===== src/hdl/assert_macros.svh =====
// Assertion helpers shared by the RTL.
`ifndef ASSERT_MACROS_SVH
`define ASSERT_MACROS_SVH

// Property checked at every rising edge outside reset.
`define CHK_PROP(label, clk, rst_n, prop, msg) \
    label: assert property (@(posedge clk) disable iff (!rst_n) prop) else $error(msg);

// Condition that must never be seen outside reset.
`define CHK_NEVER(label, clk, rst_n, cond, msg) \
    label: assert property (@(posedge clk) disable iff (!rst_n) !(cond)) else $error(msg);

`endif


===== src/hdl/pstsu_pkg.sv =====
package pstsu_pkg;

    localparam int PLANES     = 64;
    localparam int FRAC_BITS  = 16;
    localparam int PLANE_W    = $clog2(PLANES);
    localparam int CNT_W      = PLANE_W + 1;
    localparam int VAL_W      = 32;
    localparam int W          = 48;
    localparam int ROW_W      = 4 * W;
    localparam int CB_W       = 2 * W;
    localparam int PROD_W     = 2 * W;
    localparam int MUL_CHUNK  = 16;
    localparam int MUL_STEPS  = W / MUL_CHUNK;
    localparam int DIVW       = W + FRAC_BITS + 1;
    localparam int ACNT_W     = $clog2(DIVW + 1);
    localparam int QDEPTH     = 2;
    localparam int QPTR_W     = $clog2(QDEPTH);

    localparam logic signed [W-1:0] W_MAX  = {1'b0, {(W-1){1'b1}}};
    localparam logic signed [W-1:0] W_MIN  = {1'b1, {(W-1){1'b0}}};
    localparam logic signed [W-1:0] ONE_FX = W'(64'd1 << FRAC_BITS);
    localparam logic [PROD_W-1:0]   HALF_LSB = PROD_W'(64'd1 << (FRAC_BITS - 1));

    // command codes
    localparam logic [1:0] CMD_CELL  = 2'd0;
    localparam logic [1:0] CMD_ENTRY = 2'd1;
    localparam logic [1:0] CMD_SOLVE = 2'd2;

    // entry neighbour codes
    localparam logic [1:0] REL_SAME  = 2'd0;
    localparam logic [1:0] REL_PREV  = 2'd1;
    localparam logic [1:0] REL_NEXT  = 2'd2;
    localparam logic [1:0] REL_OTHER = 2'd3;

    // configuration register indexes
    localparam logic [1:0] CFG_PLANE_COUNT   = 2'd0;
    localparam logic [1:0] CFG_PINNED_ENABLE = 2'd1;
    localparam logic [1:0] CFG_PINNED_PLANE  = 2'd2;
    localparam int CFG_IDX_W  = 2;
    localparam int CFG_DATA_W = 7;

    typedef struct packed {
        logic [1:0]              cmd;
        logic [PLANE_W-1:0]      plane;
        logic signed [VAL_W-1:0] value;
        logic [1:0]              relation;
        logic                    open_cell;
    } in_item_t;

    typedef struct packed {
        logic [PLANE_W-1:0]      out_plane;
        logic signed [VAL_W-1:0] correction;
        logic                    overflow;
        logic                    last;
    } result_t;

    typedef enum logic [1:0] {
        OP_CELL  = 2'd0,
        OP_ENTRY = 2'd1,
        OP_SOLVE = 2'd2
    } op_t;

    // row layout: diag lowest, then lower, upper, rhs
    typedef enum logic [1:0] {
        FLD_DIAG  = 2'd0,
        FLD_LOWER = 2'd1,
        FLD_UPPER = 2'd2,
        FLD_RHS   = 2'd3
    } fld_t;

    typedef struct packed {
        op_t                     op;
        logic [PLANE_W-1:0]      plane;
        logic signed [VAL_W-1:0] value;
        fld_t                    fld;
        logic                    fix;
    } work_t;

    typedef struct packed {
        logic                start;
        logic                is_div;
        logic signed [W-1:0] a;
        logic signed [W-1:0] b;
    } alu_req_t;

    typedef struct packed {
        logic                done;
        logic signed [W-1:0] res;
        logic                ovf;
    } alu_rsp_t;

    function automatic logic sat_hit(input logic signed [W:0] v);
        return v[W] != v[W-1];
    endfunction

    function automatic logic signed [W-1:0] sat_w(input logic signed [W:0] v);
        if (v[W] != v[W-1])
            return v[W] ? W_MIN : W_MAX;
        return v[W-1:0];
    endfunction

    function automatic logic clip_hit(input logic signed [W-1:0] v);
        return !((&v[W-1:VAL_W-1]) || !(|v[W-1:VAL_W-1]));
    endfunction

    function automatic logic signed [VAL_W-1:0] clip_val(input logic signed [W-1:0] v);
        if (clip_hit(v))
            return v[W-1] ? {1'b1, {(VAL_W-1){1'b0}}} : {1'b0, {(VAL_W-1){1'b1}}};
        return v[VAL_W-1:0];
    endfunction

endpackage


===== src/hdl/pstsu_front.sv =====
module pstsu_front import pstsu_pkg::*; (
    input  logic               clk,
    input  logic               rst_n,
    input  logic               push,
    output logic               full,
    input  in_item_t           item,
    input  logic               pinned_enable,
    input  logic [PLANE_W-1:0] pinned_plane,
    output logic               head_valid,
    output work_t              head,
    input  logic               take
);

    work_t              q_reg [QDEPTH];
    logic [QPTR_W-1:0]  wr_ptr_reg, wr_ptr_next;
    logic [QPTR_W-1:0]  rd_ptr_reg, rd_ptr_next;
    logic [QPTR_W:0]    cnt_reg, cnt_next;
    work_t              w;
    logic               keep;
    logic               enq;

    // classify: items that change nothing are dropped here
    always_comb
    begin
        w.op    = OP_CELL;
        w.plane = item.plane;
        w.value = item.value;
        w.fld   = FLD_RHS;
        w.fix   = item.open_cell || (pinned_enable && (item.plane == pinned_plane));
        keep    = 1'b1;
        unique case (item.cmd)
            CMD_CELL:
            begin
                w.op  = OP_CELL;
                w.fld = FLD_RHS;
            end
            CMD_ENTRY:
            begin
                w.op = OP_ENTRY;
                unique case (item.relation)
                    REL_SAME:  w.fld = FLD_DIAG;
                    REL_PREV:  w.fld = FLD_LOWER;
                    REL_NEXT:  w.fld = FLD_UPPER;
                    REL_OTHER:
                    begin
                        w.fld = FLD_DIAG;
                        keep  = !item.value[VAL_W-1] && (item.value != '0);
                    end
                    default:   keep = 1'b0;
                endcase
            end
            CMD_SOLVE: w.op = OP_SOLVE;
            default:   keep = 1'b0;
        endcase
    end

    assign full       = (cnt_reg == (QPTR_W+1)'(QDEPTH));
    assign enq        = push && !full && keep;
    assign head_valid = (cnt_reg != '0);
    assign head       = q_reg[rd_ptr_reg];

    always_comb
    begin
        wr_ptr_next = enq ? wr_ptr_reg + 1'b1 : wr_ptr_reg;
        rd_ptr_next = take ? rd_ptr_reg + 1'b1 : rd_ptr_reg;
        cnt_next    = cnt_reg + (QPTR_W+1)'(enq) - (QPTR_W+1)'(take);
    end

    always_ff @(posedge clk or negedge rst_n)
    begin
        if (!rst_n)
        begin
            wr_ptr_reg <= '0;
            rd_ptr_reg <= '0;
            cnt_reg    <= '0;
        end
        else
        begin
            wr_ptr_reg <= wr_ptr_next;
            rd_ptr_reg <= rd_ptr_next;
            cnt_reg    <= cnt_next;
        end
    end

    always_ff @(posedge clk)
    begin
        if (enq)
            q_reg[wr_ptr_reg] <= w;
    end

endmodule


===== config.mk =====
export PLATFORM = sky130hd
export DESIGN_NAME = pstsu_front
export DESIGN_NICKNAME = d
export VERILOG_FILES = /design/src/hdl/assert_macros.svh /design/src/hdl/pstsu_pkg.sv /design/src/hdl/pstsu_front.sv
export SDC_FILE = /design/constraint.sdc
export NUM_CORES = 1
export LEC_CHECK = 0
export BUFFER_PORTS_ARGS = -buffer_cell sky130_fd_sc_hd__buf_2
export CORE_ASPECT_RATIO = 0.6
export CORE_UTILIZATION = 50
export CTS_CLUSTER_DIAMETER = 50
export DETAILED_ROUTE_END_ITERATION = 12
export GPL_ROUTABILITY_DRIVEN = 0
export PLACE_DENSITY = 0.86
export SLEW_MARGIN = 20
export SYNTH_ARGS = -nofsm -noshare
export SYNTH_HDL_FRONTEND = slang
export SYNTH_SLANG_ARGS = --single-unit

===== constraint.sdc =====
create_clock -name clk -period 6.05 [get_ports clk]
set_clock_uncertainty 0.05 [all_clocks]
set_input_delay 0.3025 -clock clk [delete_from_list [all_inputs] [get_ports clk]]
set_output_delay 0.3025 -clock clk [all_outputs]
set_load 0.01 [all_outputs]

======== After elaboration in Yosys (flattened, before gate mapping) ========
Memories as Yosys holds them, arrays and structs flattened.
Cells that the tools add are included.
storage, ports and cells
  bits in registers ....................... 4
  RAM bits ................................ 86
  output and inout port bits .............. 45
  word-level logic and storage cells ...... 35
  memories kept ........................... 1
memory list
  name   depth  width  read ports  clocked after memory_dff  write ports  RTL line           text
  q_reg  2      43     1           0                         1            pstsu_front.sv:14  work_t q_reg [QDEPTH];
operators by class
  add/sub/neg operators ................... 4
  equality and inequality tests ........... 7
  multiplexer cells ....................... 7
  reduce and logical (&&, ||, !) cells .... 13
operator list
  kind                   count
  $reduce_bool A32 Y1    1
  $eq A2 B2 Y1 const B   4
  $eq A6 B6 Y1           1
  $pmux W2 S3            1
  $eq A2 B1 Y1 const B   2
  $logic_and A1 B1 Y1    4
  $logic_not A2 Y1       2
  $pmux W2 S2            1
  $reduce_or A2 Y1       2
  $mux W1                3
  $add A1 B1 Y1 const B  2
  $add A2 B1 Y2          1
  $logic_not A1 Y1       2
  $mux W2                1
  $pmux W1 S2            1
  $reduce_bool A2 Y1     1
  $sub A2 B1 Y2          1
  $logic_or A1 B1 Y1     1

======== Depth between registers and ports, before layout ========
  depth after elaboration ................. 7
  gate-level depth with buffers ........... 9
  gate-level depth less buffers ........... 9

======== Least setup slack after synthesis ========
No wires, ideal clock.
  path type ............................... flip-flop to flip-flop
  from .................................... register cnt_reg[1]
  to ...................................... memory q_reg[0][0] in the netlist's numbering (enable)
  arrival ................................. 3147 ps
  data required time ...................... 5542 ps
  setup slack ............................. 2395 ps
  cell stages (with the launch flop) ...... 5
  cells stage by stage .................... dfrtp_1 > and2b_1 > nor4_1 > o21ai_0 > a21oi_1
on the way
  cells in the longest elaborated chain, start to end .. 6
RTL lines
  what                               RTL line           text
  from (decl)                        pstsu_front.sv:17  logic [QPTR_W:0] cnt_reg, cnt_next;
  from (signal assigned)             pstsu_front.sv:81  cnt_reg <= cnt_next;
  $eq A2 B2 Y1                       pstsu_front.sv:57  assign full = (cnt_reg == (QPTR_W+1)'(QDEPTH));
  via full                           pstsu_front.sv:5   output logic full,
  $logic_not A1 Y1                   pstsu_front.sv:58  assign enq = push && !full && keep;
  $logic_and A1 B1 Y1 (2 in series)  pstsu_front.sv:58
  $mux W1                            pstsu_front.sv:87  if (enq)
  $mux W1 (not written as such)      pstsu_front.sv:88  q_reg[wr_ptr_reg] <= w;
  to (decl)                          pstsu_front.sv:14
The timed path passes the listed nets, and every way through them passes these cells.

======== Worst setup path in the final report ========
  from .................................... register cnt_reg[1]
  to ...................................... memory q_reg[1][11] in the netlist's numbering (enable)
on the way
  cells in the longest elaborated chain, start to end .. 6
RTL lines
  what                               RTL line
  $eq A2 B2 Y1                       pstsu_front.sv:57
  $logic_not A1 Y1                   pstsu_front.sv:58
  $logic_and A1 B1 Y1 (2 in series)  pstsu_front.sv:58
  $mux W1                            pstsu_front.sv:87
  $mux W1 (not written as such)      pstsu_front.sv:88
No other way between the ends.

==> summary.md <==
| Metric | Value |
|---|---|
| Status | `finished clean` |
| Worst-margin pin slew | `1000 ps` |
| Fill cells | `479` |
| Most common cell after layout, fill and taps aside | `buf_2` |
| Cell row count | `23` |
| Remaining routing DRC violations | `0` |
| VDD IR max | `0.318 mV` |
| First-pass GRT wire length | `9780 um` |
| CTS clk-pin slew, worst paths | `60 ps` |
| Max cap viols | `0` |
| Worst hold path class | `in2reg` |
| Hold_ws | `122 ps` |
| Syn avg cell area | `19.1 um^2` |
| Mapped Area | `0.00354 mm^2` |
| Combinational share of power | `27.4%` |
| Antenna viol nets, final | `0` |
| Max Root-Sink Buffers | `2` |
| R2R cell count | `5` |
| Sequential fraction of the synthesis area | `75.8%` |
| Vias | `1973` |
| Syn nets | `241` |
| Placed insts | `367` |
| WHS Path Cells | `1` |
| Mapped Cells | `185` |
| Leak pwr | `1.67 nW` |
| Worst setup EP type | `flop` |
| GRT Overall Usage | `18.5%` |
| Root Buffer | `clkbuf_16` |
| Total grt overflow | `0` |
| Final period utilization | `44.6%` |
| TritonRoute pass-1 iters | `4` |
| Area fraction of the dominant cell type after synthesis | `72.9%` |
| Largest cells by area after synthesis | `edfxtp_1 73%, mux2_2 14%, dfrtp_1 2.8%, xor2_1 1.5%, nor4_2 1.4%` |
| Reg area | `0.00268 mm^2` |
| WL per Instance | `16.9 um` |
| Most frequent cells in the layout | `98 x buf_2, 86 x edfxtp_1, 43 x mux2_2, 9 x clkbuf_16` |
| Clock power share | `24.7%` |
| Largest register FFs | `86` |
| Post-CTS Repair Setup Buffers | `0` |
| Critical Path Fanout Max | `22` |
| Worst Path Arrival | `2650 ps` |
| Final Critical Period | `2700 ps` |
| Fraction of layout cells with a size suffix above 1 | `54.2%` |
| Die height | `67.2 um` |
| Port Buffers | `98` |
| Final setup violation count | `0` |
| Clock sinks | `90` |
| Pwr/cell area | `439 mW/mm^2` |
| CTS tree | `done` |
| Post-route insts no fill | `384` |
| Worst setup SP type | `flop` |
| Flop and latch count out of synthesis | `90` |
| I/O Pins | `99` |
| Synth cell types | `27` |
| Multi-input logic area | `838 um^2` |
| Max-slew violations | `0` |
| Sum of negative setup slack | `0 ps` |
| Fmax | `371 MHz` |
| Die W | `111 um` |
| Sw frac | `28.6%` |
| CTS Buf Count | `9` |
| Hpwl dp | `4540 um` |
| Full die area | `0.00743 mm^2` |
| Clock latency on the worst-skew pair | `330 ps` |
| Initial antenna violation count | `0` |
| Initial drt markers | `88` |
| Syn-to-layout area delta | `24.8%` |
| Vias in the first global route | `1941` |
| RSZ-0062 raised after global routing | `no` |
| H-tree depth | `3` |
| Slew HR | `33.1%` |
| Nets | `348` |
| Psw | `0.555 mW` |
| Post-Route WL | `6490 um` |
| Core area | `0.00676 mm^2` |
| Int Power | `1.38 mW` |
| Critical Path RT | `6010 ps` |
| Fin. Hold Viols | `0` |
| Initial core utilization | `52.4%` |
| Pin count of the biggest net entering global routing | `45` |
| Leading area contributor after synthesis | `edfxtp_1` |
| Power share of the sequential group | `47.8%` |
| Antenna diodes | `0` |
| Yosys warning count | `0` |
| Number of vias per cell | `5.14` |
| Crit Path Class | `reg2reg` |
-- final cells by class --
class / instances / share of cell area [%]
inverter: 5 / 0.425
tap: 87 / 2.46
multi-input combinational: 85 / 19.0
timing repair buffer: 101 / 11.7
clock buffer: 15 / 5.61
sequential: 90 / 60.7
clock inverter: 1 / 0.113
-- path summary, 6_finish.rpt --
check	from	to	slack, ps
worst max-delay path	cnt_reg[1]	q_reg[1][11]	3350
worst min-delay path	item[20]	q_reg[0][20]	120
worst max register to register	cnt_reg[1]	q_reg[1][11]	3350
worst min register to register	cnt_reg[0]	cnt_reg[0]	490
max in group asynchronous	rst_n	rd_ptr_reg	5540
min in group asynchronous	rst_n	cnt_reg[1]	270
-- power groups by stage --
stage | Combinational [mW] | Sequential, mW | Clock (mW)
after detailed placement | 0.536 | 0.942 | 0
after global placement | 0.528 | 0.936 | 0
after global routing | 0.576 | 0.947 | 0.514
final | 0.532 | 0.928 | 0.480
after CTS | 0.541 | 0.930 | 0.492
after floorplan | 0.381 | 0.881 | 0
-- synth_stat cells --
cell type   n
a21o_1      1
ha_1        2
o41ai_1     1
inv_1       5
nor2b_1     2
dfrtp_1     4
a41o_1      1
or2_2       1
nor3_1      2
nor2_1      2
a311o_1     1
nor4_1      4
nor4_2      4
nand4_1     2
mux2_2     43
and2b_1     1
a211o_1     1
clkbuf_1    1
buf_2       4
a21oi_1     2
xnor2_1     3
o21ai_0     3
mux2i_1     1
xor2_1      6
edfxtp_1   86
o211a_1     1
and2_1      1
-- timing repair --
action / 4_1_cts / 5_1_grt
endpoints found under the hold margin: 4 / 0
hold buffers: 1 / 0
resized for setup: 0 / 0
-- layer usage --
layer | share of wire (%) | global-route usage (%) | vias up
li1 | - | - | 943
met1 | 46 | 24.1 | 945
met2 | 45 | 27.6 | 80
met3 | 8.8 | 8.62 | 5
met4 | 0.89 | 6.67 | 0
met5 | 0 | 0 | -
-- kinds of logic (layout without fill, tap and decap cells) --
group	count (synthesis)	in the layout	share of synthesized area, %
multiplexers	44	44	14.0
AO/OA/AOI/OAI	11	11	2.26
AND/OR/NAND/NOR	19	19	3.89
adder cells (fa/ha/maj)	2	2	0.707
XOR/XNOR	9	9	2.23
flip-flops	90	90	75.8
buffers and inverters	10	122	1.20
-- worst max-delay path, cell delays in order, from the launching register on --
cell	delay [ps]
dfrtp_1	390
and2b_1	200
nor4_1	240
o21ai_0	340
a21oi_4	720
buf_4	420
-- per-stage QoR --
stage,area (um^2),util (%),power [mW],worst slack [ps]
after floorplan,3540,-,1.26,2400
after global placement,4160,61.4,1.46,3410
after detailed placement,4160,61.4,1.48,3320
after CTS,4420,65.3,1.96,3310
after global routing,4420,65.3,2.04,3040
final,4420,65.3,1.94,3350
(Power assumes the default switching activity.)
