## config.mk

```make
export PLATFORM = sky130hd
export DESIGN_NAME = pstsu_alu
export DESIGN_NICKNAME = d
export VERILOG_FILES = /design/src/hdl/assert_macros.svh /design/src/hdl/pstsu_pkg.sv /design/src/hdl/pstsu_alu.sv
export SDC_FILE = /design/constraint.sdc
export NUM_CORES = 2
export LEC_CHECK = 0
export BUFFER_PORTS_ARGS = -buffer_cell sky130_fd_sc_hd__buf_2
export CORE_ASPECT_RATIO = 0.8
export CORE_MARGIN = 2
export CORE_UTILIZATION = 66
export CTS_CLUSTER_SIZE = 25
export DETAILED_ROUTE_END_ITERATION = 7
export PLACE_DENSITY = 0.83
export REMOVE_ABC_BUFFERS = 1
export SYNTH_ARGS = -nofsm -noshare
export SYNTH_HDL_FRONTEND = slang
export SYNTH_SLANG_ARGS = --single-unit
```

## constraint.sdc

```tcl
create_clock -name clk -period 10.9 [get_ports clk]
set_input_delay 0 -clock clk [delete_from_list [all_inputs] [get_ports clk]]
set_output_delay 0 -clock clk [all_outputs]
set_load 0.005 [all_outputs]
```

## src/hdl/assert_macros.svh

```systemverilog
// Assertion helpers shared by the RTL.
`ifndef ASSERT_MACROS_SVH
`define ASSERT_MACROS_SVH

// Property checked at every rising edge outside reset.
`define CHK_PROP(label, clk, rst_n, prop, msg) \
    label: assert property (@(posedge clk) disable iff (!rst_n) prop) else $error(msg);

// Condition that must never be seen outside reset.
`define CHK_NEVER(label, clk, rst_n, cond, msg) \
    label: assert property (@(posedge clk) disable iff (!rst_n) !(cond)) else $error(msg);

`endif

```

## src/hdl/pstsu_pkg.sv

```systemverilog
package pstsu_pkg;

    localparam int PLANES     = 64;
    localparam int FRAC_BITS  = 16;
    localparam int PLANE_W    = $clog2(PLANES);
    localparam int CNT_W      = PLANE_W + 1;
    localparam int VAL_W      = 32;
    localparam int W          = 48;
    localparam int ROW_W      = 4 * W;
    localparam int CB_W       = 2 * W;
    localparam int PROD_W     = 2 * W;
    localparam int MUL_CHUNK  = 16;
    localparam int MUL_STEPS  = W / MUL_CHUNK;
    localparam int DIVW       = W + FRAC_BITS + 1;
    localparam int ACNT_W     = $clog2(DIVW + 1);
    localparam int QDEPTH     = 2;
    localparam int QPTR_W     = $clog2(QDEPTH);

    localparam logic signed [W-1:0] W_MAX  = {1'b0, {(W-1){1'b1}}};
    localparam logic signed [W-1:0] W_MIN  = {1'b1, {(W-1){1'b0}}};
    localparam logic signed [W-1:0] ONE_FX = W'(64'd1 << FRAC_BITS);
    localparam logic [PROD_W-1:0]   HALF_LSB = PROD_W'(64'd1 << (FRAC_BITS - 1));

    // command codes
    localparam logic [1:0] CMD_CELL  = 2'd0;
    localparam logic [1:0] CMD_ENTRY = 2'd1;
    localparam logic [1:0] CMD_SOLVE = 2'd2;

    // entry neighbour codes
    localparam logic [1:0] REL_SAME  = 2'd0;
    localparam logic [1:0] REL_PREV  = 2'd1;
    localparam logic [1:0] REL_NEXT  = 2'd2;
    localparam logic [1:0] REL_OTHER = 2'd3;

    // configuration register indexes
    localparam logic [1:0] CFG_PLANE_COUNT   = 2'd0;
    localparam logic [1:0] CFG_PINNED_ENABLE = 2'd1;
    localparam logic [1:0] CFG_PINNED_PLANE  = 2'd2;
    localparam int CFG_IDX_W  = 2;
    localparam int CFG_DATA_W = 7;

    typedef struct packed {
        logic [1:0]              cmd;
        logic [PLANE_W-1:0]      plane;
        logic signed [VAL_W-1:0] value;
        logic [1:0]              relation;
        logic                    open_cell;
    } in_item_t;

    typedef struct packed {
        logic [PLANE_W-1:0]      out_plane;
        logic signed [VAL_W-1:0] correction;
        logic                    overflow;
        logic                    last;
    } result_t;

    typedef enum logic [1:0] {
        OP_CELL  = 2'd0,
        OP_ENTRY = 2'd1,
        OP_SOLVE = 2'd2
    } op_t;

    // row layout: diag lowest, then lower, upper, rhs
    typedef enum logic [1:0] {
        FLD_DIAG  = 2'd0,
        FLD_LOWER = 2'd1,
        FLD_UPPER = 2'd2,
        FLD_RHS   = 2'd3
    } fld_t;

    typedef struct packed {
        op_t                     op;
        logic [PLANE_W-1:0]      plane;
        logic signed [VAL_W-1:0] value;
        fld_t                    fld;
        logic                    fix;
    } work_t;

    typedef struct packed {
        logic                start;
        logic                is_div;
        logic signed [W-1:0] a;
        logic signed [W-1:0] b;
    } alu_req_t;

    typedef struct packed {
        logic                done;
        logic signed [W-1:0] res;
        logic                ovf;
    } alu_rsp_t;

    function automatic logic sat_hit(input logic signed [W:0] v);
        return v[W] != v[W-1];
    endfunction

    function automatic logic signed [W-1:0] sat_w(input logic signed [W:0] v);
        if (v[W] != v[W-1])
            return v[W] ? W_MIN : W_MAX;
        return v[W-1:0];
    endfunction

    function automatic logic clip_hit(input logic signed [W-1:0] v);
        return !((&v[W-1:VAL_W-1]) || !(|v[W-1:VAL_W-1]));
    endfunction

    function automatic logic signed [VAL_W-1:0] clip_val(input logic signed [W-1:0] v);
        if (clip_hit(v))
            return v[W-1] ? {1'b1, {(VAL_W-1){1'b0}}} : {1'b0, {(VAL_W-1){1'b1}}};
        return v[VAL_W-1:0];
    endfunction

endpackage

```

## src/hdl/pstsu_alu.sv

```systemverilog
module pstsu_alu import pstsu_pkg::*; (
    input  logic     clk,
    input  logic     rst_n,
    input  alu_req_t req,
    output alu_rsp_t rsp
);

    typedef enum logic [4:0] {
        A_IDLE = 5'b00001,
        A_MUL  = 5'b00010,
        A_RND  = 5'b00100,
        A_DIV  = 5'b01000,
        A_FIN  = 5'b10000
    } astate_t;

    astate_t                 state_reg, state_next;
    logic [ACNT_W-1:0]       cnt_reg, cnt_next;
    logic                    neg_reg, neg_next;
    logic [W-1:0]            ua_reg, ua_next;
    logic [W-1:0]            ub_reg, ub_next;
    logic [PROD_W-1:0]       acc_reg, acc_next;
    logic [DIVW-1:0]         dvd_reg, dvd_next;
    logic [W-1:0]            rem_reg, rem_next;
    logic [DIVW-1:0]         q_reg, q_next;
    logic                    done_reg, done_next;
    logic signed [W-1:0]     res_reg, res_next;
    logic                    ovf_reg, ovf_next;

    logic [W-1:0]            ma, mb;
    logic [W+MUL_CHUNK-1:0]  prod_step;
    logic [PROD_W-1:0]       rnd;
    logic [W:0]              rem_sh;
    logic                    ge;
    logic                    big;
    logic [W-1:0]            mres;

    assign ma = req.a[W-1] ? W'(-req.a) : W'(req.a);
    assign mb = req.b[W-1] ? W'(-req.b) : W'(req.b);

    assign prod_step = (W+MUL_CHUNK)'(ua_reg) * (W+MUL_CHUNK)'(ub_reg[W-1 -: MUL_CHUNK]);
    assign rnd       = (acc_reg + HALF_LSB) >> FRAC_BITS;
    assign rem_sh    = {rem_reg, dvd_reg[DIVW-1]};
    assign ge        = rem_sh >= {1'b0, ub_reg};

    always_comb
    begin
        state_next = state_reg;
        cnt_next   = cnt_reg;
        neg_next   = neg_reg;
        ua_next    = ua_reg;
        ub_next    = ub_reg;
        acc_next   = acc_reg;
        dvd_next   = dvd_reg;
        rem_next   = rem_reg;
        q_next     = q_reg;
        done_next  = 1'b0;
        res_next   = res_reg;
        ovf_next   = ovf_reg;
        big        = 1'b0;
        mres       = '0;
        unique case (state_reg)
            A_IDLE:
            begin
                if (req.start)
                begin
                    neg_next = req.a[W-1] ^ req.b[W-1];
                    ua_next  = ma;
                    ub_next  = mb;
                    if (!req.is_div)
                    begin
                        acc_next   = '0;
                        cnt_next   = ACNT_W'(MUL_STEPS);
                        state_next = A_MUL;
                    end
                    else if (req.b == '0)
                    begin
                        // zero pivot
                        done_next = 1'b1;
                        ovf_next  = 1'b1;
                        if (req.a == '0)
                            res_next = '0;
                        else
                            res_next = req.a[W-1] ? -W_MAX : W_MAX;
                    end
                    else
                    begin
                        dvd_next   = (DIVW'(ma) << FRAC_BITS) + DIVW'(mb >> 1);
                        rem_next   = '0;
                        q_next     = '0;
                        cnt_next   = ACNT_W'(DIVW);
                        state_next = A_DIV;
                    end
                end
            end
            A_MUL:
            begin
                // top chunk first, so the accumulator shifts left
                acc_next = (acc_reg << MUL_CHUNK) + PROD_W'(prod_step);
                ub_next  = ub_reg << MUL_CHUNK;
                cnt_next = cnt_reg - 1'b1;
                if (cnt_reg == ACNT_W'(1))
                    state_next = A_RND;
            end
            A_RND:
            begin
                big        = (rnd[PROD_W-1:W-1] != '0);
                mres       = big ? W'(W_MAX) : rnd[W-1:0];
                res_next   = neg_reg ? -$signed(mres) : $signed(mres);
                ovf_next   = big;
                done_next  = 1'b1;
                state_next = A_IDLE;
            end
            A_DIV:
            begin
                rem_next = ge ? W'(rem_sh - {1'b0, ub_reg}) : rem_sh[W-1:0];
                q_next   = {q_reg[DIVW-2:0], ge};
                dvd_next = dvd_reg << 1;
                cnt_next = cnt_reg - 1'b1;
                if (cnt_reg == ACNT_W'(1))
                    state_next = A_FIN;
            end
            A_FIN:
            begin
                big        = (q_reg[DIVW-1:W-1] != '0);
                mres       = big ? W'(W_MAX) : q_reg[W-1:0];
                res_next   = neg_reg ? -$signed(mres) : $signed(mres);
                ovf_next   = big;
                done_next  = 1'b1;
                state_next = A_IDLE;
            end
            default: state_next = A_IDLE;
        endcase
    end

    always_ff @(posedge clk or negedge rst_n)
    begin
        if (!rst_n)
        begin
            state_reg <= A_IDLE;
            cnt_reg   <= '0;
            done_reg  <= 1'b0;
        end
        else
        begin
            state_reg <= state_next;
            cnt_reg   <= cnt_next;
            done_reg  <= done_next;
        end
    end

    always_ff @(posedge clk)
    begin
        neg_reg <= neg_next;
        ua_reg  <= ua_next;
        ub_reg  <= ub_next;
        acc_reg <= acc_next;
        dvd_reg <= dvd_next;
        rem_reg <= rem_next;
        q_reg   <= q_next;
        res_reg <= res_next;
        ovf_reg <= ovf_next;
    end

    assign rsp.done = done_reg;
    assign rsp.res  = res_reg;
    assign rsp.ovf  = ovf_reg;

endmodule

```

# Word level (Yosys, flattened, before mapping)
# Index checks and enable logic that the tools add are counted.
dict set report op_classes {
  n_addsub 9
  mul 1
  n_div 0
  n_lt_le_gt_ge 1
  n_eq_ne 14
  shifts 0
  mux 48
  n_bitwise 1
  n_reduce_logical 17
}
# operator count
set op_table {}
lappend op_table {{$mux W48} 16}
lappend op_table {{$mux W65} 6}
lappend op_table {{$pmux W65 S2} 2}
lappend op_table {{$mux W96} 2}
lappend op_table {{$neg A48 Y48} 4}
lappend op_table {{$pmux W48 S2} 2}
lappend op_table {{$pmux W96 S2} 1}
lappend op_table {{$pmux W48 S3} 1}
lappend op_table {{$add A96 B16 Y96 const B} 1}
lappend op_table {{$add A96 B64 Y96} 1}
lappend op_table {{$logic_not A48 Y1} 2}
lappend op_table {{$add A64 B47 Y65} 1}
lappend op_table {{$mul A48 B16 Y64} 1}
lappend op_table {{$ge A49 B48 Y1} 1}
lappend op_table {{$reduce_bool A49 Y1} 1}
lappend op_table {{$sub A48 B48 Y48} 1}
lappend op_table {{$mux W5} 5}
lappend op_table {{$mux W7} 3}
lappend op_table {{$reduce_bool A18 Y1} 1}
lappend op_table {{$pmux W5 S3} 1}
lappend op_table {{$ne A2 B2 Y1 const B} 7}
lappend op_table {{$pmux W7 S2} 1}
lappend op_table {{$reduce_and A4 Y1} 3}
lappend op_table {{$eq A7 B1 Y1 const B} 1}
lappend op_table {{other kinds (16)} 26}
dict set report word_totals {
  regBits 433
  latchBits 0
  mem_bits_rw 0
  mem_bits_ro 0
  input_bits 100
  elab_cells 103
  mem_count 0
}

# Depth between registers and ports, before layout
dict set report logic_depth {
  word_depth 7
  depth_mapped 28
  depth_no_buf 25
}

# Worst setup path after synthesis
# No wires, ideal clock.
dict set report synth_timing {
  path_kind {register -> register}
  startpoint {reg state_reg[1]}
  endpoint {reg dvd_reg[0], enable pin}
  t_arrival_ps 9099
  t_required_ps 10182
  setup_slack_ps 1083
  path_stages_with_launch 8
  n_path_buf 3
  cell_sequence {dfrtp_1 > nor2_1 > and3_1 > clkbuf_1 > buf_1 > clkbuf_1 > a21oi_1 > nor2_1}
}
dict set report synth_via {
  elab_chain_len 3
  word_cells_on_any_way 7
}
# element line
set synth_rtl {}
lappend synth_rtl {{start: declaration} pstsu_alu.sv:16} ;# astate_t state_reg, state_next;
lappend synth_rtl {{start signal: assignment} pstsu_alu.sv:145} ;# state_reg <= state_next;
lappend synth_rtl {{$eq A5 B1 Y1 / $eq A5 B4 Y1 (equally long branches)} pstsu_alu.sv:61} ;# unique case (state_reg)
lappend synth_rtl {{$ne A2 B2 Y1 (no source line) / $reduce_bool A2 Y1 (equally long branches)} n/a}
lappend synth_rtl {{$reduce_and A4 Y1 (no source line) (*)} n/a}
lappend synth_rtl {{end signal: assignment} pstsu_alu.sv:157} ;# dvd_reg <= dvd_next;
lappend synth_rtl {{end: declaration} pstsu_alu.sv:22} ;# logic [DIVW-1:0] dvd_reg, dvd_next;
# Mark *: on every way between the ends. The rest lies on a longest branch, timed or not.
# A chain may end at the register's enable or synchronous reset.

# Final worst setup path
dict set report layout_timing {
  startpoint {reg ua_reg[5]}
  endpoint {reg acc_reg[92] (data pin)}
}
dict set report layout_via {
  elab_chain_len 3
}
# element line
set layout_rtl {}
lappend layout_rtl {{start: declaration} pstsu_alu.sv:19} ;# logic [W-1:0] ua_reg, ua_next;
lappend layout_rtl {{start signal: assignment} pstsu_alu.sv:154} ;# ua_reg <= ua_next;
lappend layout_rtl {{$mul A48 B16 Y64} pstsu_alu.sv:40} ;# assign prod_step = (W+MUL_CHUNK)'(ua_reg) * (W+MUL_CHUNK)'(ub_reg[W-1 -: MUL_CHUNK]);
lappend layout_rtl {{$add A96 B64 Y96} pstsu_alu.sv:98} ;# acc_next = (acc_reg << MUL_CHUNK) + PROD_W'(prod_step);
lappend layout_rtl {{$pmux W96 S2} pstsu_alu.sv:61}
lappend layout_rtl {{end signal: assignment} pstsu_alu.sv:156} ;# acc_reg <= acc_next;
lappend layout_rtl {{end: declaration} pstsu_alu.sv:21} ;# logic [PROD_W-1:0] acc_reg, acc_next;
# No other way between the ends.

==> flow_summary.html <==
<table>
<tr><th>Metric</th><th>Value</th></tr>
<tr><th colspan="2">GRT</th></tr>
<tr><td>GR Overflow Total</td><td>0</td></tr>
<tr><td>Global-route wire length before repair</td><td>271,000 µm</td></tr>
<tr><td>Number of global-route vias before repair</td><td>46,400</td></tr>
<tr><td>Global router's overall resource usage</td><td>41.8%</td></tr>
<tr><td>Largest net degree at the start of global routing</td><td>90</td></tr>
<tr><td>Number of antenna violations at the first check in global routing</td><td>10</td></tr>
<tr><th colspan="2">Routing</th></tr>
<tr><td>Router iterations before antenna repair</td><td>8</td></tr>
<tr><td>DR DRC count</td><td>6</td></tr>
<tr><td>Detail-routed via count per cell</td><td>6.38</td></tr>
<tr><td>Antenna viol nets, final</td><td>0</td></tr>
<tr><td>Detailed-routed wire length on met2</td><td>71,100 µm</td></tr>
<tr><td>Number of design-rule violations left by the first detailed-router iteration</td><td>5,995</td></tr>
<tr><td>Final wirelength</td><td>175,000 µm</td></tr>
<tr><td>Met3 routed WL</td><td>28,700 µm</td></tr>
<tr><td>Uppermost layer routed</td><td>met5</td></tr>
<tr><td>Length of routed wiring on met1</td><td>67,400 µm</td></tr>
<tr><td>Total via count in the routed design</td><td>46,600</td></tr>
<tr><td>Routed WL per cell</td><td>24.0 µm</td></tr>
<tr><th colspan="2">STA</th></tr>
<tr><td>Final worst-path cycle share</td><td>82.4%</td></tr>
<tr><td>Count of endpoints failing setup in the final report</td><td>0</td></tr>
<tr><td>Worst clock skew on the final layout</td><td>0.0297 ns</td></tr>
<tr><td>Slew Limit Fails</td><td>5</td></tr>
<tr><td>Unrepaired setup endpoints after global routing</td><td>no</td></tr>
<tr><td>Final-report hold violation count</td><td>0</td></tr>
<tr><td>Relative slew margins</td><td>-6.27%</td></tr>
<tr><td>Setup TNS</td><td>0 ns</td></tr>
<tr><td>Worst Max-Slew Pin Slew</td><td>1.58 ns</td></tr>
<tr><td>WHS</td><td>0.0494 ns</td></tr>
<tr><td>Fmax achieved</td><td>0.111 GHz</td></tr>
<tr><td>Final critical-path required period</td><td>8.98 ns</td></tr>
<tr><th colspan="2">Floorplanning</th></tr>
<tr><td>Die Wd</td><td>325 µm</td></tr>
<tr><td>Total number of placement rows</td><td>94</td></tr>
<tr><td>Placeable core region</td><td>81,900 µm²</td></tr>
<tr><td>Effective utilization at floorplan</td><td>66.4%</td></tr>
<tr><td>Top-Level Pins</td><td>150</td></tr>
<tr><td>Total Die Area</td><td>84,700 µm²</td></tr>
<tr><td>Die extent in y</td><td>261 µm</td></tr>
<tr><th colspan="2">CTS</th></tr>
<tr><td>H-Tree Depth</td><td>2</td></tr>
<tr><td>Longest Clk Path Bufs</td><td>3</td></tr>
<tr><td>Number of buffers added by the clock tree synthesis step</td><td>50</td></tr>
<tr><td>Clock-pin slew on the worst setup and hold paths</td><td>0.06 ns</td></tr>
<tr><td>CTS resizes</td><td>0</td></tr>
<tr><td>CTS root buffer</td><td>clkbuf_16</td></tr>
<tr><td>Sink Count</td><td>433</td></tr>
<tr><td>Worst skew pair latency</td><td>0.64 ns</td></tr>
<tr><td>TritonCTS clock tree</td><td>built</td></tr>
<tr><th colspan="2">Yosys</th></tr>
<tr><td>Cell accounting for the most synthesized area</td><td>fa_1</td></tr>
<tr><td>Number of synthesized register bits</td><td>433</td></tr>
<tr><td>Average instance area after synthesis</td><td>8.88 µm²</td></tr>
<tr><td>Number of enable flip-flop cells after synthesis</td><td>420</td></tr>
<tr><td>Ys Warns</td><td>0</td></tr>
<tr><td>Cell variety after synth</td><td>90</td></tr>
<tr><td>Cell Area, Synth</td><td>54,300 µm²</td></tr>
<tr><td>Top cell type's share of synthesized area</td><td>25.5%</td></tr>
<tr><td>Async set-reset flop share out of synthesis</td><td>3.00%</td></tr>
<tr><td>Leading post-synthesis cells by cell area</td><td>fa_1, edfxtp_1, inv_1, nand2_1, ha_1</td></tr>
<tr><td>Most instantiated flip-flop cell in the synthesis netlist</td><td>edfxtp_1</td></tr>
<tr><td>Number of instances in the synthesized netlist</td><td>6,117</td></tr>
<tr><td>Proportion of synthesized chip area in sequential cells</td><td>23.8%</td></tr>
<tr><th colspan="2">Critical path</th></tr>
<tr><td>Library cell appearing most often on the critical path</td><td>fa_1</td></tr>
<tr><td>Critical path data arrival time</td><td>9.45 ns</td></tr>
<tr><td>Type of the worst setup path</td><td>reg2reg</td></tr>
<tr><td>Delay of the slowest critical-path stage</td><td>1.00 ns</td></tr>
<tr><td>CP Capture Type</td><td>flip-flop</td></tr>
<tr><td>Critical path required time</td><td>11.37 ns</td></tr>
<tr><td>Max Fanout on Critical Path</td><td>16</td></tr>
<tr><td>Cell at the slowest stage of the critical path</td><td>edfxtp_1</td></tr>
<tr><td>Critical Path Source Type</td><td>flip-flop</td></tr>
<tr><th colspan="2">Placed design</th></tr>
<tr><td>Placer's final routability congestion estimate</td><td>1.03</td></tr>
<tr><td>Post-DP HPWL</td><td>128,000 µm</td></tr>
<tr><td>Port Buffers</td><td>149</td></tr>
<tr><td>Post-Place Cells</td><td>7,115</td></tr>
<tr><th colspan="2">Layout</th></tr>
<tr><td>Nets</td><td>7,192</td></tr>
<tr><td>Flip-flop count of the largest register after layout</td><td>96</td></tr>
<tr><td>Fraction of final layout cells sized beyond drive strength 1</td><td>5.36%</td></tr>
<tr><td>Non-filler instance count after layout</td><td>7,305</td></tr>
<tr><td>Area overhead of the layout relative to synthesis</td><td>7.44%</td></tr>
<tr><td>Final Util</td><td>71.3%</td></tr>
<tr><th colspan="2">Flow run</th></tr>
<tr><td>Max-cap violations</td><td>1</td></tr>
<tr><th colspan="2">Outcome</th></tr>
<tr><td>Run status</td><td>complete, but fails checks</td></tr>
<tr><td>Violations in the final reports</td><td>DRC, capacitance limit, slew limit</td></tr>
<tr><th colspan="2">Worst hold path</th></tr>
<tr><td>Min-Delay Path Class</td><td>in2reg</td></tr>
</table>
## per-stage QoR
step	worst slack, ns	instance area [µm²]
2_1_floorplan	0.350	53100
3_3_place_gp	2.22	55800
3_5_place_dp	2.20	55800
4_1_cts	2.14	58400
5_1_grt	1.58	58400
6_report	1.92	58400
## synthesized netlist by cell type (8+ instances only)
| cell | count |
|---|---|
| inv_1 | 957 |
| nand2_1 | 852 |
| fa_1 | 692 |
| edfxtp_1 | 420 |
| and2_1 | 342 |
| nor2_1 | 339 |
| a21oi_1 | 333 |
| clkbuf_1 | 279 |
| ha_1 | 238 |
| o21ai_0 | 217 |
| xnor2_1 | 208 |
| nand3_1 | 125 |
| xor2_1 | 99 |
| nor3_1 | 96 |
| a21o_1 | 80 |
| nand4_1 | 68 |
| or3_1 | 58 |
| a211oi_1 | 53 |
| nand2b_1 | 48 |
| o31ai_1 | 46 |
| and3_1 | 39 |
| nor4_1 | 39 |
| a31oi_1 | 29 |
| o21a_1 | 28 |
| o21bai_1 | 28 |
| or4_1 | 28 |
| o211ai_1 | 26 |
| and4_1 | 25 |
| mux2i_1 | 24 |
| nor2b_1 | 21 |
| o221ai_1 | 21 |
| o41ai_1 | 19 |
| or2_2 | 16 |
| buf_2 | 15 |
| o31a_1 | 13 |
| a2111o_1 | 12 |
| dfrtp_1 | 12 |
| o22ai_1 | 12 |
| a211o_1 | 11 |
| a21boi_0 | 9 |
| buf_1 | 9 |
| a31o_2 | 8 |
| mux2_2 | 8 |
## critical path, delay by kind of cell, from the launching register on
| kind | cells | cell delay (ns) |
|---|---|---|
| simple gates | 3 | 0.92 |
| buf+inv | 6 | 0.51 |
| flops | 1 | 1.00 |
| compound gates | 9 | 2.72 |
| fa+ha+maj | 7 | 3.61 |
## cells by family (layout without fill, tap and decap cells)
group / Yosys count / after routing / share of synthesized area, %
XOR/XNOR: 307 / 307 / 4.95
other: 0 / 3 / 0
AO/OA/AOI/OAI: 1005 / 1005 / 11.7
flip-flops: 433 / 433 / 23.8
adder cells (fa/ha/maj): 930 / 930 / 31.0
AND/OR/NAND/NOR: 2145 / 2145 / 19.2
multiplexers: 32 / 32 / 0.608
buffers and inverters: 1265 / 1346 / 8.80
## layout by cell type (no fill, tap or decap), types with 16 or more instances in the layout
cell type / netlist / routed
a211oi_1: 53 / 53
a21o_1: 80 / 80
a21oi_1: 333 / 333
a31oi_1: 29 / 29
and2_1: 342 / 340
and3_1: 39 / 38
and4_1: 25 / 25
buf_2: 15 / 149
buf_4: 2 / 51
clkbuf_16: 0 / 50
dlygate4sd3_1: 0 / 99
edfxtp_1: 420 / 420
fa_1: 692 / 692
ha_1: 238 / 238
inv_1: 957 / 957
mux2i_1: 24 / 24
nand2_1: 852 / 852
nand2b_1: 48 / 47
nand3_1: 125 / 124
nand4_1: 68 / 68
nor2_1: 339 / 337
nor2b_1: 21 / 21
nor3_1: 96 / 96
nor4_1: 39 / 39
o211ai_1: 26 / 26
o21a_1: 28 / 27
o21ai_0: 217 / 216
o21bai_1: 28 / 28
o221ai_1: 21 / 21
o31ai_1: 46 / 46
o41ai_1: 19 / 19
or2_2: 16 / 16
or3_1: 58 / 58
or4_1: 28 / 28
xnor2_1: 208 / 208
xor2_1: 99 / 99
## repair_timing
item / 4_1_cts / 5_1_grt
buffers inserted: 0 / 0
setup endpoints to repair: 0 / 0
hold endpoints to repair: 117 / 0
hold buffers: 99 / 0
## final timing paths
kind | slack, ns | start | endpoint | cells past startpoint
setup / recovery | 1.92 | ua_reg[5] | acc_reg[92] | 25
hold / removal | 0.05 | req[46] | ub_reg[46] | 4
setup reg to reg | 1.92 | ua_reg[5] | acc_reg[92] | 25
hold reg to reg | 0.51 | cnt_reg[4] | cnt_reg[4] | 2
max in group asynchronous | 9.31 | rst_n | cnt_reg[2] | 4
min in group asynchronous | 0.49 | rst_n | state_reg[0] | 3
## layer usage
| metal | GRT usage (%) | up-vias |
|---|---|---|
| li1 | - | 20200 |
| met1 | 57.9 | 22500 |
| met2 | 59.2 | 3312 |
| met3 | 16.6 | 584 |
| met5 | 0 | - |
| met4 | 15.7 | 8 |
## cell type report
class,count,area [µm²]
repair buffers,300,2140
fillers,6179,23500
clock inverters,30,345
multi-input cells,4419,36700
well taps,1104,1380
flip-flops and latches,433,12900
inverters,958,3600
diodes,3,7.51
clock buffers,58,1280
Power is not shown: default switching activity piles up to over one toggle a cycle in this logic, so the estimate is an artifact.
